### config.mk
export PLATFORM = sky130hd
export DESIGN_NAME = bbog_ram
export DESIGN_NICKNAME = d
export VERILOG_FILES = /design/src/rtl/bbog_ram.sv
export SDC_FILE = /design/constraint.sdc
export NUM_CORES = 1
export LEC_CHECK = 0
export BUFFER_PORTS_ARGS = -buffer_cell sky130_fd_sc_hd__buf_2
export CAP_MARGIN = 10
export CORE_ASPECT_RATIO = 0.6
export CORE_MARGIN = 1.5
export CORE_UTILIZATION = 47
export CTS_CLUSTER_SIZE = 30
export DETAILED_ROUTE_END_ITERATION = 10
export PLACE_DENSITY = 0.67
export SYNTH_ARGS = -nofsm -noshare
export SYNTH_HDL_FRONTEND = slang
export SYNTH_SLANG_ARGS = --single-unit
### constraint.sdc
create_clock -name clk -period 2.4 [get_ports clk]
set_input_delay 0.12 -clock clk [delete_from_list [all_inputs] [get_ports clk]]
set_output_delay 0.12 -clock clk [all_outputs]
set_load 0.02 [all_outputs]
### src/rtl/bbog_ram.sv
// ---------------------------------------------------------------------------
// bbog_ram
// Simple dual port memory, one write and one registered read per cycle.
// ---------------------------------------------------------------------------
module bbog_ram #(
    parameter int WIDTH = 8,
    parameter int DEPTH = 32
) (
    input  logic                     clk,
    input  logic                     wr_en,
    input  logic [$clog2(DEPTH)-1:0] wr_addr,
    input  logic [WIDTH-1:0]         wr_data,
    input  logic                     rd_en,
    input  logic [$clog2(DEPTH)-1:0] rd_addr,
    output logic [WIDTH-1:0]         rd_data
);

    logic [WIDTH-1:0] mem [DEPTH];

    // Write port.
    always_ff @(posedge clk)
    begin
        if (wr_en)
        begin
            mem[wr_addr] <= wr_data;
        end
    end

    // Registered read port.
    always_ff @(posedge clk)
    begin
        if (rd_en)
        begin
            rd_data <= mem[rd_addr];
        end
    end

endmodule

==> results of run 1 <==
-- through the flow --
stage / cell area (um2) / utilization (%)
floorplan: 10100 / -
global placement: 10900 / 51.6
detailed placement: 10900 / 51.6
CTS: 11600 / 54.9
global route: 11600 / 54.9
finish: 11600 / 54.9
-- final cells by class --
| class | count | area, um2 |
|---|---|---|
| repair buffers | 67 | 513 |
| flip-flops and latches | 264 | 7930 |
| clock buffers | 31 | 648 |
| clock inverters | 9 | 41.3 |
| multi-input cells | 133 | 2100 |
| well taps | 279 | 349 |
| fillers | 1565 | 9510 |
-- cell families after synthesis --
kind of cell	count (synthesis)
buffers and inverters	20
AND/OR/NAND/NOR	45
flip-flops	264
multiplexers	88
-- registers in the layout, indices dropped and copies added (netlist names) --
signal	cells
rd_data	8
mem	256
-- per-layer routing --
layer,vias up,GRT usage (%),routed length [um]
met5,-,0,0
met4,0,3.15,238
li1,1929,-,-
met1,2450,32.6,9920
met3,24,3.82,1750
met2,179,28.8,9030
-- synth_stat cells --
cell type / n
mux4_2: 80
buf_1: 6
nand3b_1: 5
clkbuf_1: 6
mux2_2: 8
nand2_1: 1
buf_6: 1
or3b_2: 3
nand3_1: 2
buf_2: 1
or3_1: 1
edfxtp_1: 264
nor2_1: 33
buf_4: 6
-- placed cells by master, fill, tap and decap left out --
cell type and instances:
buf_12 6, buf_2 27, buf_4 33, clkbuf_1 6, clkbuf_16 25, clkinv_1 6, clkinv_2 2, clkinv_4 1
dlygate4sd3_1 1, edfxtp_1 264, mux2_2 8, mux4_2 80, nand2_1 1, nand3_1 2, nand3b_1 5, nor2_1 33
or3_1 1, or3b_2 3
-- what timing repair did --
action                                 CTS  global route
buffers inserted                         0             0
endpoints found under the hold margin    8             0
hold buffers                             1             0
-- how the worst max path moves through the flow --
| stage | depth (start not counted) | slack (ns) | to |
|---|---|---|---|
| final | 3 | 0.39 | rd_data[2] |
| after global routing | 3 | 0.37 | rd_data[2] |
| after CTS | 3 | 0.39 | rd_data[2] |
| after detailed placement | 5 | 0.14 | rd_data[0] |
| after global placement | 5 | 0.16 | rd_data[2] |
| after floorplan | 5 | 0.34 | rd_data[0] |
-- power groups by stage --
stage / combinational [mW] / clock [mW] / sequential (mW)
final: 0.509 / 3.46 / 5.16
after global routing: 0.548 / 3.71 / 5.17
after CTS: 0.519 / 3.53 / 5.16
after detailed placement: 0.515 / 0 / 5.26
after global placement: 0.501 / 0 / 5.26
after floorplan: 0.273 / 0 / 5.27
==> run metrics, run 1 <==
clock transition time at the flip-flop clock pins of the worst setup and hold paths=approximately 0.060 ns; R2R Path Start=mem[30][2]; vias in the first global route=4752; via count of the routed design=between 4000 and 5000; Layout area overhead=14.3%; first-pass iteration count of the detailed router=4; number of inserted diodes=0; crit path launch=mem[30][2]; main combinational cell family by area after synthesis=multiplexers; clock sink total=264; DP Wirelength=13400 um; CTS root buffer=clkbuf_16; WL final=20900 um; LEAKAGE=between 3 and 4 nW; Slowest-stage cell, CP=mux4_2; crit path DAT=2.28 ns; Power Internal=7.26 mW; endpoints failing setup=0; CTS tree=yes; Synth area leaders=edfxtp_1 78%, mux4_2 18%, nor2_1 1.2%, mux2_2 0.89%, buf_4 0.44%; Yosys reg bits=264; dpl ws=0.140 ns; clock latency at the later pin of the worst-skew pair=0.52 ns; Slowest Stage Delay on Critical Path=between 0.5 and 0.6 ns; synth warn=0; relative slew slack=58.0%; sw frac=20.5%; Slew @ Worst Pin=approximately 0.63 ns; via-per-instance ratio=5.85; largest delay contributor family on the critical path=multiplexers; HP Class=input port to register; worst-path fanout max=1; RSZ-0062 raised after global routing=false; mean post-synth cell area=24.3 um2; first-pass GRT wire length=31500 um; clk buf depth=3; reg2reg setup slack=between 0.3 and 0.4 ns; H-tree level count=1; Final Power=~9 mW; Residual DRC=0; MaxCap Viol Count=0; cells along the critical path=mux4_2, mux4_2, mux2_2; Hold WS=0.138 ns; fmax=498 MHz; Initial Util=48.1%; total core area=21100 um2; starting DRC count in detailed routing=roughly 520; routability congestion estimate=just under 0.8; Nets=around 510; peak supply drop=471 uV; DIE AREA=22500 um2; share of the synthesized area in the top cell type=between 70% and 80%; Post-Synth Simple-Gate Area=2.05%; Placed Cells=742; largest net degree at the start of global routing=41; Crit path required time=2.67 ns; Port Buffers=28; antenna-violating nets left=0; mux contribution to synthesized area=18.7%; Worst Setup End Kind=register; setup_tns=0 ns; Post-CTS Resized=0; Psw=around 1.9 mW; reg-to-reg critical path endpoint=rd_data[2]; Post-Synthesis Cells=417; Most Frequent Cell on Critical Path=mux4_2; complex-gate fraction of the synthesized area=0%; fraction of layout cells with a size suffix above 1=36.7%; WHS Endpoint=mem[20][6]; gr usage total=20.1%; GRT Residual Overflow=0; syn_nets=438; Buf/Inv on CP=0; Setup Crit Path Kind=register to register; clock share of power=between 30% and 40%; status=completed; Power Dens Cells=789 nW/um2; Core Rows=approximately 40; cell taking the most area after synthesis=edfxtp_1; final setup margin=0.393 ns; total CTS buffers=24; CP Launch Type=register; I/O pin count=29; Slew Limit Fails=0; Clock Skews=0.0148 ns; Adder-Cell Fraction of Synth Area=0%; sequential-to-total area share from yosys stat=approximately four fifths; Final Hold Vio Count=0; chip height=117 um; Netlist Area Pre-Place=just over 10000 um2; final critical-path required period=between 2 and 2.5 ns; post-DR wirelength/cell=26.7 um; sequential share of power=56.5%; Unique masters post-synth=14; r2r worst-path depth=3; worst hold path stage count=1; Post-Synth XOR/XNOR Area=0%; Final period util=between 80% and 90%; combinational share of power=between 5 and 6%; antenna violations before repair=1; final std cells w/o fill=783; Die X=roughly 190 um; Hold Startpoint=wr_data[6]
(Power assumes the default switching activity.)
==> inputs of run 2 (changes only) <==
==> constraint.sdc (replaced) <==
create_clock -name clk -period 2.05 [get_ports clk]
set_input_delay 0.1025 -clock clk [delete_from_list [all_inputs] [get_ports clk]]
set_output_delay 0.1025 -clock clk [all_outputs]
set_load 0.02 [all_outputs]
==> run 2 against run 1 <==
  * Sequential power is 17% higher
  * Non-clock buffer count is 9 higher
  * Register-to-register slack worse by 0.37 ns
  * Cell area is 1.8% higher
  * Cell count is 1.4% higher
  * Clock power is 32% higher
  * Clock skew is 0.0068 ns lower
  * Critical path depth stayed put
  * First-iteration DRC count is 15% higher
  * Setup slack worse by 0.37 ns
  * Critical path type unchanged
  * Critical endpoint is now rd_data[0]
  * Largest cell class unchanged
  * Largest power group unchanged
==> run metrics, run 2 (synthesis gave the netlist of run 1 again) <==
Final period util=99.0% (+15 points); clock latency at the later pin of the worst-skew pair=0.52 ns (about the same); relative slew slack=55.9% (-2.1 points); worst-path fanout max=1 (unchanged); clk buf depth=3 (unchanged); Area after DPL=11000 um2 (+0.97%); r2r worst-path depth=3 (unchanged); post-DR wirelength/cell=27.6 um (+3.1%); met2 Use GR=28.0% (-0.79 points); most frequent cells in the layout=264 x edfxtp_1, 80 x mux4_2, 39 x buf_4; final instance area=11800 um2 (+1.8%); first-pass iteration count of the detailed router=5 (+1); Clock Skews=0.00801 ns (-0.00683 ns); H-tree level count=1 (unchanged); dpl ws=-0.181 ns (-0.321 ns); Residual DRC=0 (unchanged); vias in the first global route=4530 (-4.7%); Slew Limit Fails=0 (unchanged); register bank with the most flops=mem; GRT Residual Overflow=0 (unchanged); met3 Track Usage GR=3.94% (+0.12 points); Nets=519 (+1.6%); final setup margin=0.0198 ns (-0.373 ns); peak supply drop=778 uV (+65%); Final Hold Vio Count=0 (unchanged); Worst Setup End Kind=register; endpoints failing setup=0 (unchanged); CTS tree=yes; CP Launch Type=register; Slew @ Worst Pin=0.662 ns (+0.0319 ns); Largest register FFs=256 (unchanged); met1 Usage GRT=34.7% (+2.1 points); total core area=21100 um2 (unchanged); CTS root buffer=clkbuf_16; largest net degree at the start of global routing=33 (-20%); Top Registers=mem (256), rd_data (8); Placed Cells=751 (+1.2%); RSZ-0062 raised after global routing=false; Power Dens Cells=955 nW/um2 (+21%); routability congestion estimate=0.826 (+7.3%); final std cells w/o fill=794 (+1.4%); Crit path required time=2.32 ns (-0.35 ns); I/O pin count=29 (unchanged); total CTS buffers=23 (-4.2%); Setup Crit Path Kind=register to register; clock sink total=264 (unchanged); most common library cell in the layout ignoring fill and taps=edfxtp_1; first-pass GRT wire length=31700 um (+0.68%); fraction of layout cells with a size suffix above 1=39.1% (+2.4 points); via-per-instance ratio=5.87 (+0.31%); antenna violations before repair=0 (-1); chip height=117 um (unchanged); antenna-violating nets left=0 (unchanged); Final Power=11.3 mW (+23%); filler cell count=1514 (-3.3%); Port Buffers=28 (unchanged); clock transition time at the flip-flop clock pins of the worst setup and hold paths=0.07 ns (about the same); Core Rows=41 (unchanged); setup_tns=0 ns (unchanged); HP Class=input port to register; crit path DAT=2.30 ns (+0.02 ns); via count of the routed design=4661 (+1.7%); Layout area overhead=16.3%; Initial Util=48.1% (unchanged); LEAKAGE=3.76 nW (+2.8%); DP Wirelength=14400 um (+7.5%); Die X=193 um (unchanged); WL final=21900 um (+4.5%); starting DRC count in detailed routing=600 (+15%); GR peak layer=met1; worst hold path stage count=2 (+1); gr usage total=20.6% (+0.57 points); fmax=493 MHz (-1.1%); status=completed; final critical-path required period=2.03 ns (+0.0233 ns); MaxCap Viol Count=0 (unchanged); DIE AREA=22500 um2 (unchanged)
-- run 2: cell types whose count changed in the layout (fill, tap and decap cells not counted), sizes merged --
cell / previous run / this run
bufinv: 0 / 5
clkbuf: 31 / 24
buf: 66 / 75
clkinv: 9 / 10
clkinvlp: 0 / 2
diode: 0 / 1
-- run 2: metal layers --
| layer | share of wire (%) | vias to the layer above |
|---|---|---|
| li1 | - | 1947 |
| met1 | 48 | 2475 |
| met2 | 41 | 212 |
| met3 | 9.0 | 27 |
| met4 | 1.6 | 0 |
| met5 | 0 | - |
-- run 2: final timing paths --
| path | slack [ns] | start | to |
|---|---|---|---|
| worst min-delay path | 0.13 | rd_addr[3] | rd_data[3] |
| worst max-delay path | 0.02 | mem[13][0] | rd_data[0] |
| worst min register to register | 0.99 | mem[15][6] | rd_data[6] |
| worst max register to register | 0.02 | mem[13][0] | rd_data[0] |
-- run 2: repair_timing --
item	CTS	global route
endpoints found under the hold margin	8	0
buffers inserted	0	0
hold buffers	1	0
resized for setup	0	0
-- run 2: layout make-up --
type                       instances  area (um2)  share of cell area, %
clock buffer                      24         579                   4.92
timing repair buffer              76         618                   5.24
antenna                            1        2.50                 0.0212
clock inverter                    17         209                   1.77
sequential                       264        7930                   67.3
multi-input combinational        133        2100                   17.8
tap                              279         349                   2.96
-- run 2: stage by stage --
step | utilization [%] | hold WS [ns]
final | 55.9 | 0.132
after global placement | 52.1 | 0.494
after global routing | 55.9 | 0.127
after floorplan | - | 0.201
after CTS | 55.9 | 0.120
after detailed placement | 52.1 | 0.501
-- run 2: power breakdown --
group | switching, mW | internal, mW | total (mW)
Combinational | 0.346 | 0.279 | 0.626
Sequential | 0.0278 | 6.02 | 6.05
Clock | 1.90 | 2.68 | 4.58
Total | 2.27 | 8.98 | 11.3
-- run 2: worst max-delay path: stages, from the launching register on --
cell      delay [ns]
edfxtp_1        0.37
mux4_2          0.56
mux4_2          0.56
mux2_2          0.30
==> inputs of run 3 (changes only) <==
--- a/config.mk
+++ b/config.mk
@@ -12,7 +12,8 @@
 export CORE_UTILIZATION = 47
 export CTS_CLUSTER_SIZE = 30
 export DETAILED_ROUTE_END_ITERATION = 10
-export PLACE_DENSITY = 0.67
+export GPL_TIMING_DRIVEN = 1
+export PLACE_DENSITY = 0.75
 export SYNTH_ARGS = -nofsm -noshare
 export SYNTH_HDL_FRONTEND = slang
 export SYNTH_SLANG_ARGS = --single-unit
==> run 3 against run 2 <==
  * Global-route usage rose by 0.38 points
  * Power shrank 6.5%
  * Setup slack gained 0.024 ns
  * Fmax is 1.2% higher
  * Largest power group unchanged
  * Critical path type unchanged
  * Critical endpoint unchanged
  * First-iteration DRC count is 11% higher
  * Clock power decreased by 16%
  * Count of clock-buffer cells in the layout grew 4
==> run metrics, run 3 (synthesis gave the netlist of run 1 again) <==
LEAKAGE=3.68 nW (-2.2%); DP Wirelength=14300 um (-0.50%); most frequent cells in the layout=264 x edfxtp_1, 80 x mux4_2, 42 x buf_4; total core area=21100 um2 (unchanged); Largest register FFs=256 (unchanged); Slew Limit Fails=0 (unchanged); filler cell count=1555 (+2.7%); # hold bufs at CTS=1 (unchanged); CTS root buffer=clkbuf_16; reg2reg setup slack=0.04 ns (+0.02 ns); post-DR wirelength/cell=27.9 um (+1.2%); chip height=117 um (unchanged); GRT Residual Overflow=0 (unchanged); fmax=499 MHz (+1.2%); HP Class=input port to register; area of the multi-input gates=2100 um2 (unchanged); starting DRC count in detailed routing=664 (+11%); register bank with the most flops=mem; final instance area=11600 um2 (-1.7%); final setup margin=0.0441 ns (+0.0243 ns); Layout area overhead=14.3%; Port Buffers=28 (unchanged); CP Launch Type=register; antenna violations before repair=1 (+1); H-tree level count=1 (unchanged); RSZ-0062 raised after global routing=false; crit path DAT=2.26 ns (-0.04 ns); endpoints failing setup=0 (unchanged); routability congestion estimate=0.821 (-0.58%); Final period util=97.8% (-1.2 points); DIE AREA=22500 um2 (unchanged); Final Hold Vio Count=0 (unchanged); via count of the routed design=4739 (+1.7%); Nets=518 (-0.19%); CTS tree=yes; total CTS buffers=23 (unchanged); status=completed; via-per-instance ratio=5.99 (+2.1%); largest net degree at the start of global routing=33 (unchanged); area occupied by registers=7930 um2 (unchanged); Setup Crit Path Kind=register to register; clock transition time at the flip-flop clock pins of the worst setup and hold paths=0.07 ns (about the same); gr usage total=21.0% (+0.38 points); first-pass GRT wire length=32700 um (+3.0%); first-pass iteration count of the detailed router=5 (unchanged); MaxCap Viol Count=0 (unchanged); Crit path required time=2.31 ns (about the same); vias in the first global route=4787 (+5.7%); Power Dens Cells=908 nW/um2 (-4.9%); antenna-violating nets left=0 (unchanged); peak supply drop=560 uV (-28%); Residual DRC=0 (unchanged); Top Registers=mem (256), rd_data (8); final critical-path required period=2.01 ns (-0.0243 ns); clk buf depth=3 (unchanged); Core Rows=41 (unchanged); worst-path fanout max=1 (unchanged); dpl ws=-0.194 ns (-0.0134 ns); relative slew slack=53.8% (-2.1 points); Die X=193 um (unchanged); clock sink total=264 (unchanged); setup repair bufs after CTS=0 (unchanged); Initial Util=48.1% (unchanged); Slew @ Worst Pin=0.693 ns (+0.0311 ns); Clock Skews=0.00957 ns (+0.00156 ns); Area after DPL=10900 um2 (-0.52%); Worst Setup End Kind=register; I/O pin count=29 (unchanged); WL final=22000 um (+0.77%); Post-CTS Resized=0 (unchanged); fraction of layout cells with a size suffix above 1=38.2% (-0.94 points); clock latency at the later pin of the worst-skew pair=0.51 ns (about the same); most common library cell in the layout ignoring fill and taps=edfxtp_1
[run 3: changes by cell type in the layout (fill, tap and decap cells not counted), moves of 3 or more]
cell / change
clkbuf_1: +4
bufinv_16: -5
buf_4: +3
buf_12: -4
[run 3: critical path: stages, from the launching register on]
cell	delay, ns
edfxtp_1	0.36
mux4_2	0.56
mux4_2	0.55
mux2_2	0.28
[run 3: per-layer routing]
metal / track usage, % / routed length [um] / share of wire, % / up-vias
li1: - / - / - / 1944
met1: 32.8 / 9500 / 43 / 2493
met2: 29.4 / 9450 / 43 / 268
met3: 6.07 / 2590 / 12 / 32
met4: 3.93 / 385 / 1.7 / 2
met5: 3.85 / 117 / 0.53 / -
[run 3: cell type report]
type                            count  share of cell area (%)
Sequential cell                   264                    68.4
Multi-Input combinational cell    133                    18.1
Clock buffer                       28                    5.13
Timing Repair Buffer               75                    4.84
Tap cell                          279                    3.01
Clock inverter                     11                   0.454
Antenna cell                        1                  0.0216
[run 3: path summary, 6_finish.rpt]
kind,start,endpoint,cells after the start
setup reg to reg,mem[29][0],rd_data[0],3
hold reg to reg,mem[30][6],rd_data[6],3
hold / removal,rd_addr[3],rd_data[7],2
setup / recovery,mem[29][0],rd_data[0],3
[run 3: through the flow]
stage / utilization [%] / hold WS (ns) / TNS [ns] / power (mW) / cells
floorplan: - / 0.201 / 0 / 6.49 / 417
global placement: 51.8 / 0.521 / -0.852 / 6.75 / 750
detailed placement: 51.8 / 0.518 / -0.851 / 6.77 / 750
CTS: 54.9 / 0.129 / 0 / 10.6 / 790
global route: 55.0 / 0.133 / 0 / 10.9 / 791
finish: 55.0 / 0.136 / 0 / 10.5 / 791
[run 3: power by group]
group          switching, mW  leakage (nW)  internal, mW
Clock                   1.81         0.319          2.06
Combinational          0.345         0.976         0.262
Sequential            0.0238          2.38          6.02
Total                   2.18          3.68          8.34
