<file path="src/rtl/bbog_pkg.sv">
// ---------------------------------------------------------------------------
// bbog_pkg
// Shared codes, field widths and defaults of the bounding box object grouper.
// ---------------------------------------------------------------------------
package bbog_pkg;

    // Default sizes of the top level parameters.
    localparam int DEF_MAX_OBJECTS = 32;
    localparam int DEF_COORD_BITS  = 24;
    localparam int DEF_COUNT_BITS  = 16;

    // Fixed widths of the result fields and registers.
    localparam int OBJ_IDX_W   = 5;
    localparam int GROUP_NUM_W = 6;
    localparam int LIMIT_W     = 8;
    localparam int CMD_W       = 2;
    localparam int REG_IDX_W   = 2;

    // Gap test scaling for Q16.8 coordinates: gap * 2^16 against limit * volume.
    localparam int GAP_SHIFT = 16;

    // Input commands.
    localparam logic [CMD_W-1:0] CMD_VERTEX = 2'd0;
    localparam logic [CMD_W-1:0] CMD_CLOSE  = 2'd1;
    localparam logic [CMD_W-1:0] CMD_EMPTY  = 2'd2;
    localparam logic [CMD_W-1:0] CMD_NOP    = 2'd3;

    // Configuration register indexes.
    localparam logic [REG_IDX_W-1:0] REG_SIZE_RATIO    = 2'd0;
    localparam logic [REG_IDX_W-1:0] REG_DENSITY_RATIO = 2'd1;
    localparam logic [REG_IDX_W-1:0] REG_GAP_RATIO     = 2'd2;

    // Register reset values.
    localparam logic [LIMIT_W-1:0] SIZE_RATIO_RESET    = 8'd60;
    localparam logic [LIMIT_W-1:0] DENSITY_RATIO_RESET = 8'd18;
    localparam logic [LIMIT_W-1:0] GAP_RATIO_RESET     = 8'd5;

    // Result kinds.
    localparam logic KIND_MEMBER  = 1'b0;
    localparam logic KIND_SUMMARY = 1'b1;

endpackage

</file>
<file path="src/rtl/bbog_loader.sv">
// ---------------------------------------------------------------------------
// bbog_loader
// Builds each object's box and vertex count and writes it to object memory.
// ---------------------------------------------------------------------------
module bbog_loader
    import bbog_pkg::*;
#(
    parameter int MAX_OBJECTS = DEF_MAX_OBJECTS,
    parameter int COORD_BITS  = DEF_COORD_BITS,
    parameter int COUNT_BITS  = DEF_COUNT_BITS,
    localparam int IDX_W      = (MAX_OBJECTS > 1) ? $clog2(MAX_OBJECTS) : 1,
    localparam int TOT_W      = $clog2(MAX_OBJECTS + 1),
    localparam int REC_W      = 6 * COORD_BITS + COUNT_BITS
) (
    input  logic                         clk,
    input  logic                         rst_n,
    input  logic                         accept,
    input  logic [CMD_W-1:0]             command,
    input  logic signed [COORD_BITS-1:0] coord_x,
    input  logic signed [COORD_BITS-1:0] coord_y,
    input  logic signed [COORD_BITS-1:0] coord_z,
    input  logic                         scene_done,
    input  logic                         grp_done,
    output logic                         busy,
    output logic                         grp_start,
    output logic [TOT_W-1:0]             total,
    output logic                         overflow_seen,
    output logic                         wr_en,
    output logic [IDX_W-1:0]             wr_addr,
    output logic [REC_W-1:0]             wr_data
);

    localparam logic [COUNT_BITS-1:0] CNT_MAX = '1;

    logic                         open_reg, open_next;
    logic [TOT_W-1:0]             total_reg, total_next;
    logic                         ovf_reg, ovf_next;
    logic                         busy_reg, busy_next;
    logic                         start_reg, start_next;
    logic signed [COORD_BITS-1:0] min_x_reg, min_y_reg, min_z_reg;
    logic signed [COORD_BITS-1:0] max_x_reg, max_y_reg, max_z_reg;
    logic signed [COORD_BITS-1:0] min_x_next, min_y_next, min_z_next;
    logic signed [COORD_BITS-1:0] max_x_next, max_y_next, max_z_next;
    logic [COUNT_BITS-1:0]        cnt_reg, cnt_next;
    logic [TOT_W-1:0]             t_total;

    // Request handling: open object box, object count and write to memory.
    always_comb
    begin
        open_next  = open_reg;
        total_next = total_reg;
        ovf_next   = ovf_reg;
        busy_next  = busy_reg;
        start_next = 1'b0;
        min_x_next = min_x_reg;
        min_y_next = min_y_reg;
        min_z_next = min_z_reg;
        max_x_next = max_x_reg;
        max_y_next = max_y_reg;
        max_z_next = max_z_reg;
        cnt_next   = cnt_reg;
        t_total    = total_reg;
        wr_en      = 1'b0;
        wr_addr    = total_reg[IDX_W-1:0];
        wr_data    = '0;
        if (grp_done)
        begin
            open_next  = 1'b0;
            total_next = '0;
            ovf_next   = 1'b0;
            busy_next  = 1'b0;
        end
        else if (accept)
        begin
            if ((command == CMD_VERTEX) || (command == CMD_CLOSE))
            begin
                if (!open_reg)
                begin
                    if (total_reg >= TOT_W'(MAX_OBJECTS))
                    begin
                        ovf_next = 1'b1;
                    end
                    else
                    begin
                        min_x_next = coord_x;
                        min_y_next = coord_y;
                        min_z_next = coord_z;
                        max_x_next = coord_x;
                        max_y_next = coord_y;
                        max_z_next = coord_z;
                        cnt_next   = COUNT_BITS'(1);
                        open_next  = 1'b1;
                        wr_en      = 1'b1;
                    end
                end
                else
                begin
                    if (coord_x < min_x_reg) min_x_next = coord_x;
                    if (coord_x > max_x_reg) max_x_next = coord_x;
                    if (coord_y < min_y_reg) min_y_next = coord_y;
                    if (coord_y > max_y_reg) max_y_next = coord_y;
                    if (coord_z < min_z_reg) min_z_next = coord_z;
                    if (coord_z > max_z_reg) max_z_next = coord_z;
                    if (cnt_reg == CNT_MAX)
                    begin
                        ovf_next = 1'b1;
                    end
                    else
                    begin
                        cnt_next = cnt_reg + COUNT_BITS'(1);
                    end
                    wr_en = 1'b1;
                end
                wr_data = {min_x_next, min_y_next, min_z_next,
                           max_x_next, max_y_next, max_z_next, cnt_next};
                if ((command == CMD_CLOSE) && open_next)
                begin
                    total_next = total_reg + TOT_W'(1);
                    open_next  = 1'b0;
                end
            end
            else if (command == CMD_EMPTY)
            begin
                // An open object is closed before the empty one is placed.
                t_total   = total_reg + TOT_W'(open_reg);
                open_next = 1'b0;
                if (t_total >= TOT_W'(MAX_OBJECTS))
                begin
                    ovf_next = 1'b1;
                end
                else
                begin
                    wr_en   = 1'b1;
                    wr_addr = t_total[IDX_W-1:0];
                    wr_data = '0;
                    t_total = t_total + TOT_W'(1);
                end
                total_next = t_total;
            end
            if (scene_done)
            begin
                if (open_next)
                begin
                    total_next = total_next + TOT_W'(1);
                end
                open_next = 1'b0;
                if (total_next == '0)
                begin
                    ovf_next = 1'b0;
                end
                else
                begin
                    busy_next  = 1'b1;
                    start_next = 1'b1;
                end
            end
        end
    end

    // Control state.
    always_ff @(posedge clk or negedge rst_n)
    begin
        if (!rst_n)
        begin
            open_reg  <= 1'b0;
            total_reg <= '0;
            ovf_reg   <= 1'b0;
            busy_reg  <= 1'b0;
            start_reg <= 1'b0;
        end
        else
        begin
            open_reg  <= open_next;
            total_reg <= total_next;
            ovf_reg   <= ovf_next;
            busy_reg  <= busy_next;
            start_reg <= start_next;
        end
    end

    // Open object box and count.
    always_ff @(posedge clk)
    begin
        min_x_reg <= min_x_next;
        min_y_reg <= min_y_next;
        min_z_reg <= min_z_next;
        max_x_reg <= max_x_next;
        max_y_reg <= max_y_next;
        max_z_reg <= max_z_next;
        cnt_reg   <= cnt_next;
    end

    assign busy          = busy_reg;
    assign grp_start     = start_reg;
    assign total         = total_reg;
    assign overflow_seen = ovf_reg;

endmodule

</file>
<file path="config.mk">
export PLATFORM = sky130hd
export DESIGN_NAME = bbog_loader
export DESIGN_NICKNAME = d
export VERILOG_FILES = /design/src/rtl/bbog_pkg.sv /design/src/rtl/bbog_loader.sv
export SDC_FILE = /design/constraint.sdc
export NUM_CORES = 1
export LEC_CHECK = 0
export ABC_AREA = 0
export BUFFER_PORTS_ARGS = -buffer_cell sky130_fd_sc_hd__buf_2
export CORE_ASPECT_RATIO = 0.8
export CORE_MARGIN = 2
export CORE_UTILIZATION = 40
export CTS_BUF_LIST = sky130_fd_sc_hd__clkbuf_2 sky130_fd_sc_hd__clkbuf_4 sky130_fd_sc_hd__clkbuf_8
export DETAILED_ROUTE_END_ITERATION = 10
export HOLD_SLACK_MARGIN = 0.15
export MAX_ROUTING_LAYER = met4
export PLACE_DENSITY_LB_ADDON = 0.3
export SYNTH_ARGS = -nofsm -noshare
export SYNTH_HDL_FRONTEND = slang
export SYNTH_SLANG_ARGS = --single-unit
export TNS_END_PERCENT = 5
</file>
<file path="constraint.sdc">
create_clock -name clk -period 14.3 [get_ports clk]
set_input_delay 1.43 -clock clk [delete_from_list [all_inputs] [get_ports clk]]
set_output_delay 1.43 -clock clk [all_outputs]
set_load 0.1 [all_outputs]
</file>
==> results of run 1 <==
[metrics by stage]
step | setup WS, ps | std cells | area [um^2] | total power [mW]
final | 7715 | 2054 | 15700 | 1.272
after global routing | 7489 | 2054 | 15700 | 1.331
after CTS | 7743 | 2053 | 15700 | 1.286
after detailed placement | 7737 | 2022 | 15290 | 0.9014
after global placement | 7804 | 2022 | 15290 | 0.8959
after floorplan | 5089 | 1389 | 13650 | 0.8256
[routing by layer]
layer / track usage / vias to the layer above / wire length [um]
met5: - / - / 0
met4: 0.05205 / 0 / 556
met3: 0.03682 / 25 / 1463
met2: 0.2989 / 215 / 15320
met1: 0.2727 / 5084 / 16590
li1: - / 5394 / -
[cells by family after synthesis]
group           share of synthesized area
xor+xnor                         0.008065
simple gates                       0.1694
buf+inv                           0.06434
flops                              0.3703
mux                                0.1621
fa+ha+maj                          0.1356
compound gates                    0.09019
[area by class of cell]
cell class	count	area, um^2	share of cell area
Multi-Input combinational cell	996	7741	0.4930
Clock inverter	14	180.2	0.01147
Clock buffer	17	234.0	0.01490
Inverter	162	615.6	0.03920
Antenna cell	1	2.502	0.0001594
Sequential cell	170	5055	0.3219
Timing Repair Buffer	260	1331	0.08478
Tap cell	434	543.0	0.03458
[worst max-delay path: cells and delay by family]
kind                     cells  cell delay (ps)
adder cells (fa/ha/maj)      1              380
buffers and inverters        2              550
AO/OA/AOI/OAI                3             1400
multiplexers                 1              350
AND/OR/NAND/NOR              3             1020
[worst paths after layout]
check,end,cells after the start,startpoint
max,wr_data[58],10,coord_y[23]
min,busy$_DFFE_PN0P_,1,busy$_DFFE_PN0P_
max reg2reg,min_z_reg[14]$_DFFE_PP_,9,open_reg$_DFFE_PN0P_
min reg2reg,busy$_DFFE_PN0P_,1,busy$_DFFE_PN0P_
max in group asynchronous,open_reg$_DFFE_PN0P_,1,rst_n
min in group asynchronous,total[2]$_DFFE_PN0P_,1,rst_n
[power groups by stage]
stage | registers, mW | logic [mW] | clock network (mW)
after floorplan | 0.596 | 0.230 | 0
after global placement | 0.587 | 0.309 | 0
after detailed placement | 0.587 | 0.314 | 0
after CTS | 0.576 | 0.315 | 0.395
after global routing | 0.579 | 0.341 | 0.411
final | 0.576 | 0.313 | 0.382
[placed cells by master, fill, tap and decap left out, drive strengths merged, types with 3 or more instances in the layout]
cell type	instances
a221oi	4
a311oi	3
a21oi	45
nand2	155
o31ai	9
nand3	35
a21o	21
a211oi	12
nor3	25
nand4	26
buf	260
o211ai	10
nor2b	10
nand2b	9
clkinv	8
edfxtp	160
nor2	41
xnor2	6
nor4	5
dfrtp	10
inv	162
mux2	145
clkbuf	17
a31oi	3
xor2	4
nand3b	5
bufinv	4
and3	9
and4	3
ha	148
o21ai	37
o21a	8
mux2i	58
and2	116
a221o	3
==> flow_summary.json, run 1 <==
{
  "avgSynthCellArea_um2": 9.829,
  "max_cap_violations": 0,
  "viasPerCell": 5.218,
  "initial_core_util": 0.4059,
  "numPortBuffers": 253,
  "clock-sinks": 170,
  "setup_viol": 0,
  "synthDistinctLibCells": 74,
  "cts_buffers": 17,
  "cts_tree": "yes",
  "async_reset_ff_frac": 0.05882,
  "utilization": 0.4669,
  "grt_pass1_wl_um": 54920,
  "synth_edf_count": 160,
  "skew_ps": 19.77,
  "fin_crit_sh": 0.4605,
  "grt.total_usage": 0.1978,
  "cts_buffer_depth": 2,
  "gp_congestion": 0.8663,
  "reg2reg_slack_ps": 10290,
  "cpMaxStageDelayCell": "o311a_1",
  "synth-seq-cells": 170,
  "nets": 1834,
  "drtIter0Drc": 542,
  "drc": 0,
  "core.rowCount": 60,
  "cp.arrival_ps": 5150,
  "drive_above_1_share": 0.2786,
  "cts-root-buf": "clkbuf_8",
  "cts_setup_buffers": 0,
  "finalHoldViolCount": 0,
  "wl_per_cell_um": 16.52,
  "synth.yosys.warnings": 0,
  "dpl.hpwl_um": 25110,
  "cts_max_level": 4,
  "antenna_found_initial": 1,
  "synth_top_area_share": 0.3519,
  "relSlewSlack": 0.1729,
  "synth_nets": 1616,
  "area_delta_synth_final_pct": 15.02,
  "status": "finished, final reports clean",
  "path_cells": "buf_2 -> ha_1 -> nand4_1 -> nor4_1 -> a221o_1 -> a311o_1 -> o311a_1 -> mux2_2 -> and2_1 -> buf_2",
  "dieWidth_um": 210.5,
  "clock_latency_ps": 500,
  "endpoint_kind": "output pin",
  "synth_area_leaders": "edfxtp_1 (35%), ha_1 (14%), mux2_2 (12%)",
  "switchingPower_mw": 0.4292,
  "hold_ws_ps": 554.4,
  "postRouteAntennaNets": 0,
  "syn_area_mm2": 0.01365,
  "slew_viol_final": 0,
  "worstSetupPathType": "in -> out",
  "coreArea_mm2": 0.03363,
  "critPathRequiredTime_ps": 12870,
  "crit_top_cell": "buf_2",
  "min_period_ps": 6585,
  "detail_route.first_pass.iterations": 5,
  "hold_path.class": "reg -> reg",
  "fin_tns_setup_ps": 0,
  "cts_hold_buf": 0,
  "nFillCells": 3286,
  "p_per_area_mw_per_mm2": 80.98,
  "clk_pin_slew_ps": 90,
  "worstMarginPinSlew_ps": 1241,
  "synth_top_area_cell": "edfxtp_1",
  "power_frac_seq": 0.453,
  "yosys-top-cells-count": "edfxtp_1 (160), inv_1 (160), nand2_1 (155)",
  "slowest_delay_ps": 1000,
  "wl_um": 33940,
  "clkPwrFrac": 0.300,
  "grt_max_degree": 186,
  "vdd_ir_drop_max_mv": 0.05375,
  "grt_setup_unrepaired": "no",
  "cts-resized-gates": 0,
  "ys.flop_type": "edfxtp_1",
  "fp.dieH_um": 169.2,
  "via_count": 10720,
  "switching_share": 0.3375,
  "power.internal_mw": 0.8424,
  "dieArea_mm2": 0.03563,
  "max_freq_mhz": 151.9,
  "leakage_nw": 7.080,
  "comb_power_share": 0.246,
  "grt_pass1_vias": 10350,
  "ys_seq_area_frac": 0.3703,
  "start_kind": "primary input",
  "synth_cells": 1389,
  "grt_overflow": 0,
  "boundaryPins": 254,
  "critPathMaxFanout": 24
}
(Power assumes the default switching activity.)
==> inputs of run 2 (changes only) <==
Clock period 14.3 ns to 5.6 ns, I/O delays scaled along.
==> flow_summary.json, run 2 (synthesized netlist as in run 1, its figures left out) <==
{
  "cts_buffer_depth": 2,
  "power_frac_seq": 0.457,
  "cpMaxStageDelayCell": "o311a_1",
  "core.rowCount": 60,
  "grt_setup_unrepaired": "no",
  "grt_util_met1": 0.2663,
  "crit_buf_inv": 3,
  "grt_pass1_wl_um": 54140,
  "r2r_start": "open_reg$_DFFE_PN0P_",
  "drtIter0Drc": 749,
  "status": "finished, final reports clean",
  "max_freq_mhz": 201.2,
  "startpoint": "max_y_reg[23]$_DFFE_PP_",
  "fp.dieH_um": 169.2,
  "fin_crit_sh": 0.8875,
  "layout_commonest_cell": "buf_2",
  "vdd_ir_drop_max_mv": 0.1331,
  "busiest_layer": "met2",
  "reg2reg_slack_ps": 1520,
  "leakage_nw": 7.137,
  "skew_ps": 23.32,
  "nets": 1844,
  "finalHoldViolCount": 0,
  "clk_pin_slew_ps": 100,
  "power.internal_mw": 2.124,
  "numPortBuffers": 253,
  "final_cell_mix": "buf_2 (253), inv_1 (160), edfxtp_1 (160)",
  "slowest_delay_ps": 760,
  "cts-resized-gates": 0,
  "wl_um": 33770,
  "place_ws_ps": 932.6,
  "viasPerCell": 5.268,
  "setup_viol": 0,
  "clock_latency_ps": 500,
  "initial_core_util": 0.4059,
  "cp.arrival_ps": 4410,
  "reg2reg_depth": 13,
  "cts_max_level": 4,
  "clkPwrFrac": 0.292,
  "start_kind": "flop",
  "max_cap_violations": 0,
  "dieArea_mm2": 0.03563,
  "clock-sinks": 170,
  "wl_per_cell_um": 16.37,
  "nFillCells": 3230,
  "grt_max_degree": 121,
  "grt_use_met3": 0.03812,
  "cts_hold_buf": 1,
  "coreArea_mm2": 0.03363,
  "p_per_area_mw_per_mm2": 203.8,
  "final_cells": 2063,
  "utilization": 0.4690,
  "antenna_found_initial": 0,
  "worstSetupPathType": "reg -> out",
  "area_delta_synth_final_pct": 15.55,
  "dieWidth_um": 210.5,
  "slew_viol_final": 0,
  "min_period_ps": 4970,
  "detail_route.first_pass.iterations": 5,
  "global_route.usage.met2": 0.2946,
  "crit_end": "wr_data[56]",
  "fin_tns_setup_ps": 0,
  "critPathMaxFanout": 17,
  "drive_above_1_share": 0.2842,
  "critPathRequiredTime_ps": 5040,
  "cts_tree": "yes",
  "dpl.hpwl_um": 25270,
  "crit_cells": 11,
  "grt_overflow": 0,
  "cts_setup_buffers": 0,
  "cts-root-buf": "clkbuf_8",
  "postRouteAntennaNets": 0,
  "hold_path.class": "in -> reg",
  "endpoint_kind": "output pin",
  "report.power.total_mw": 3.214,
  "via_count": 10870,
  "cts_buffers": 17,
  "switching_share": 0.3392,
  "setup_slack_ps": 629.8,
  "switchingPower_mw": 1.090,
  "boundaryPins": 254,
  "relSlewSlack": 0.3971,
  "critPathTopFamily": "compound AO/OA/AOI/OAI gates",
  "dp_cells": 2031,
  "path_cells": "inv_1 -> ha_1 -> nand4_1 -> nor4_1 -> a221o_1 -> a311o_1 -> o311a_1 -> buf_4 -> mux2_2 -> and2_1 -> buf_2",
  "worstMarginPinSlew_ps": 900.4,
  "n_antenna_cell": 0,
  "worstReg2RegEnd": "busy$_DFFE_PN0P_",
  "comb_power_share": 0.250,
  "grt.total_usage": 0.1952,
  "grt_pass1_vias": 10370,
  "drc": 0,
  "gp_congestion": 0.8634
}
-- run 2: changes by cell type in the layout (fill, tap and decap cells not counted) --
cell	before	now
clkinv_1	5	2
buf_12	1	2
inv_6	0	1
clkinvlp_4	2	1
clkinv_2	0	2
dlygate4sd3_1	0	1
clkbuf_4	0	2
buf_4	6	14
diode_2	1	0
bufinv_16	4	3
-- run 2: how the worst min path moves through the flow --
stage / slack, ps / endpoint / cells past startpoint / startpoint
after floorplan: 260 / busy$_DFFE_PN0P_ / 0 / rst_n
after global placement: 430 / grp_start$_DFF_PN0_ / 1 / rst_n
after detailed placement: 440 / grp_start$_DFF_PN0_ / 1 / rst_n
after CTS: 290 / total[1]$_DFFE_PN0P_ / 2 / grp_done
after global routing: 310 / total[1]$_DFFE_PN0P_ / 2 / grp_done
final: 360 / total[1]$_DFFE_PN0P_ / 2 / grp_done
-- run 2: cell type report --
| type | instances | area [um^2] | share of cell area |
|---|---|---|---|
| flip-flops and latches | 170 | 5055 | 0.3204 |
| clock buffers | 19 | 249.0 | 0.01578 |
| repair buffers | 270 | 1421 | 0.09010 |
| well taps | 434 | 543.0 | 0.03442 |
| clock inverters | 12 | 150.1 | 0.009518 |
| multi-input cells | 996 | 7741 | 0.4907 |
| inverters | 162 | 615.6 | 0.03902 |
-- run 2: routing by layer --
| layer | part of all wire | vias to the layer above |
|---|---|---|
| met5 | 0 | - |
| met3 | 0.050 | 38 |
| met4 | 0.019 | 0 |
| met1 | 0.49 | 5162 |
| li1 | - | 5407 |
| met2 | 0.45 | 261 |
-- run 2: metrics by stage --
step                      hold slack [ps]  cell area (um^2)
final                               361.2             15780
after global routing                312.9             15780
after CTS                           293.1             15780
after detailed placement            442.6             15370
after global placement              433.1             15370
after floorplan                     264.4             13650
-- run 2: power by group through the flow --
stage	combinational, mW	clock [mW]	sequential [mW]
2_1_floorplan	0.586	0	1.52
5_1_grt	0.874	1.02	1.48
3_3_place_gp	0.791	0	1.50
4_1_cts	0.809	0.981	1.47
3_5_place_dp	0.804	0	1.50
6_report	0.804	0.940	1.47
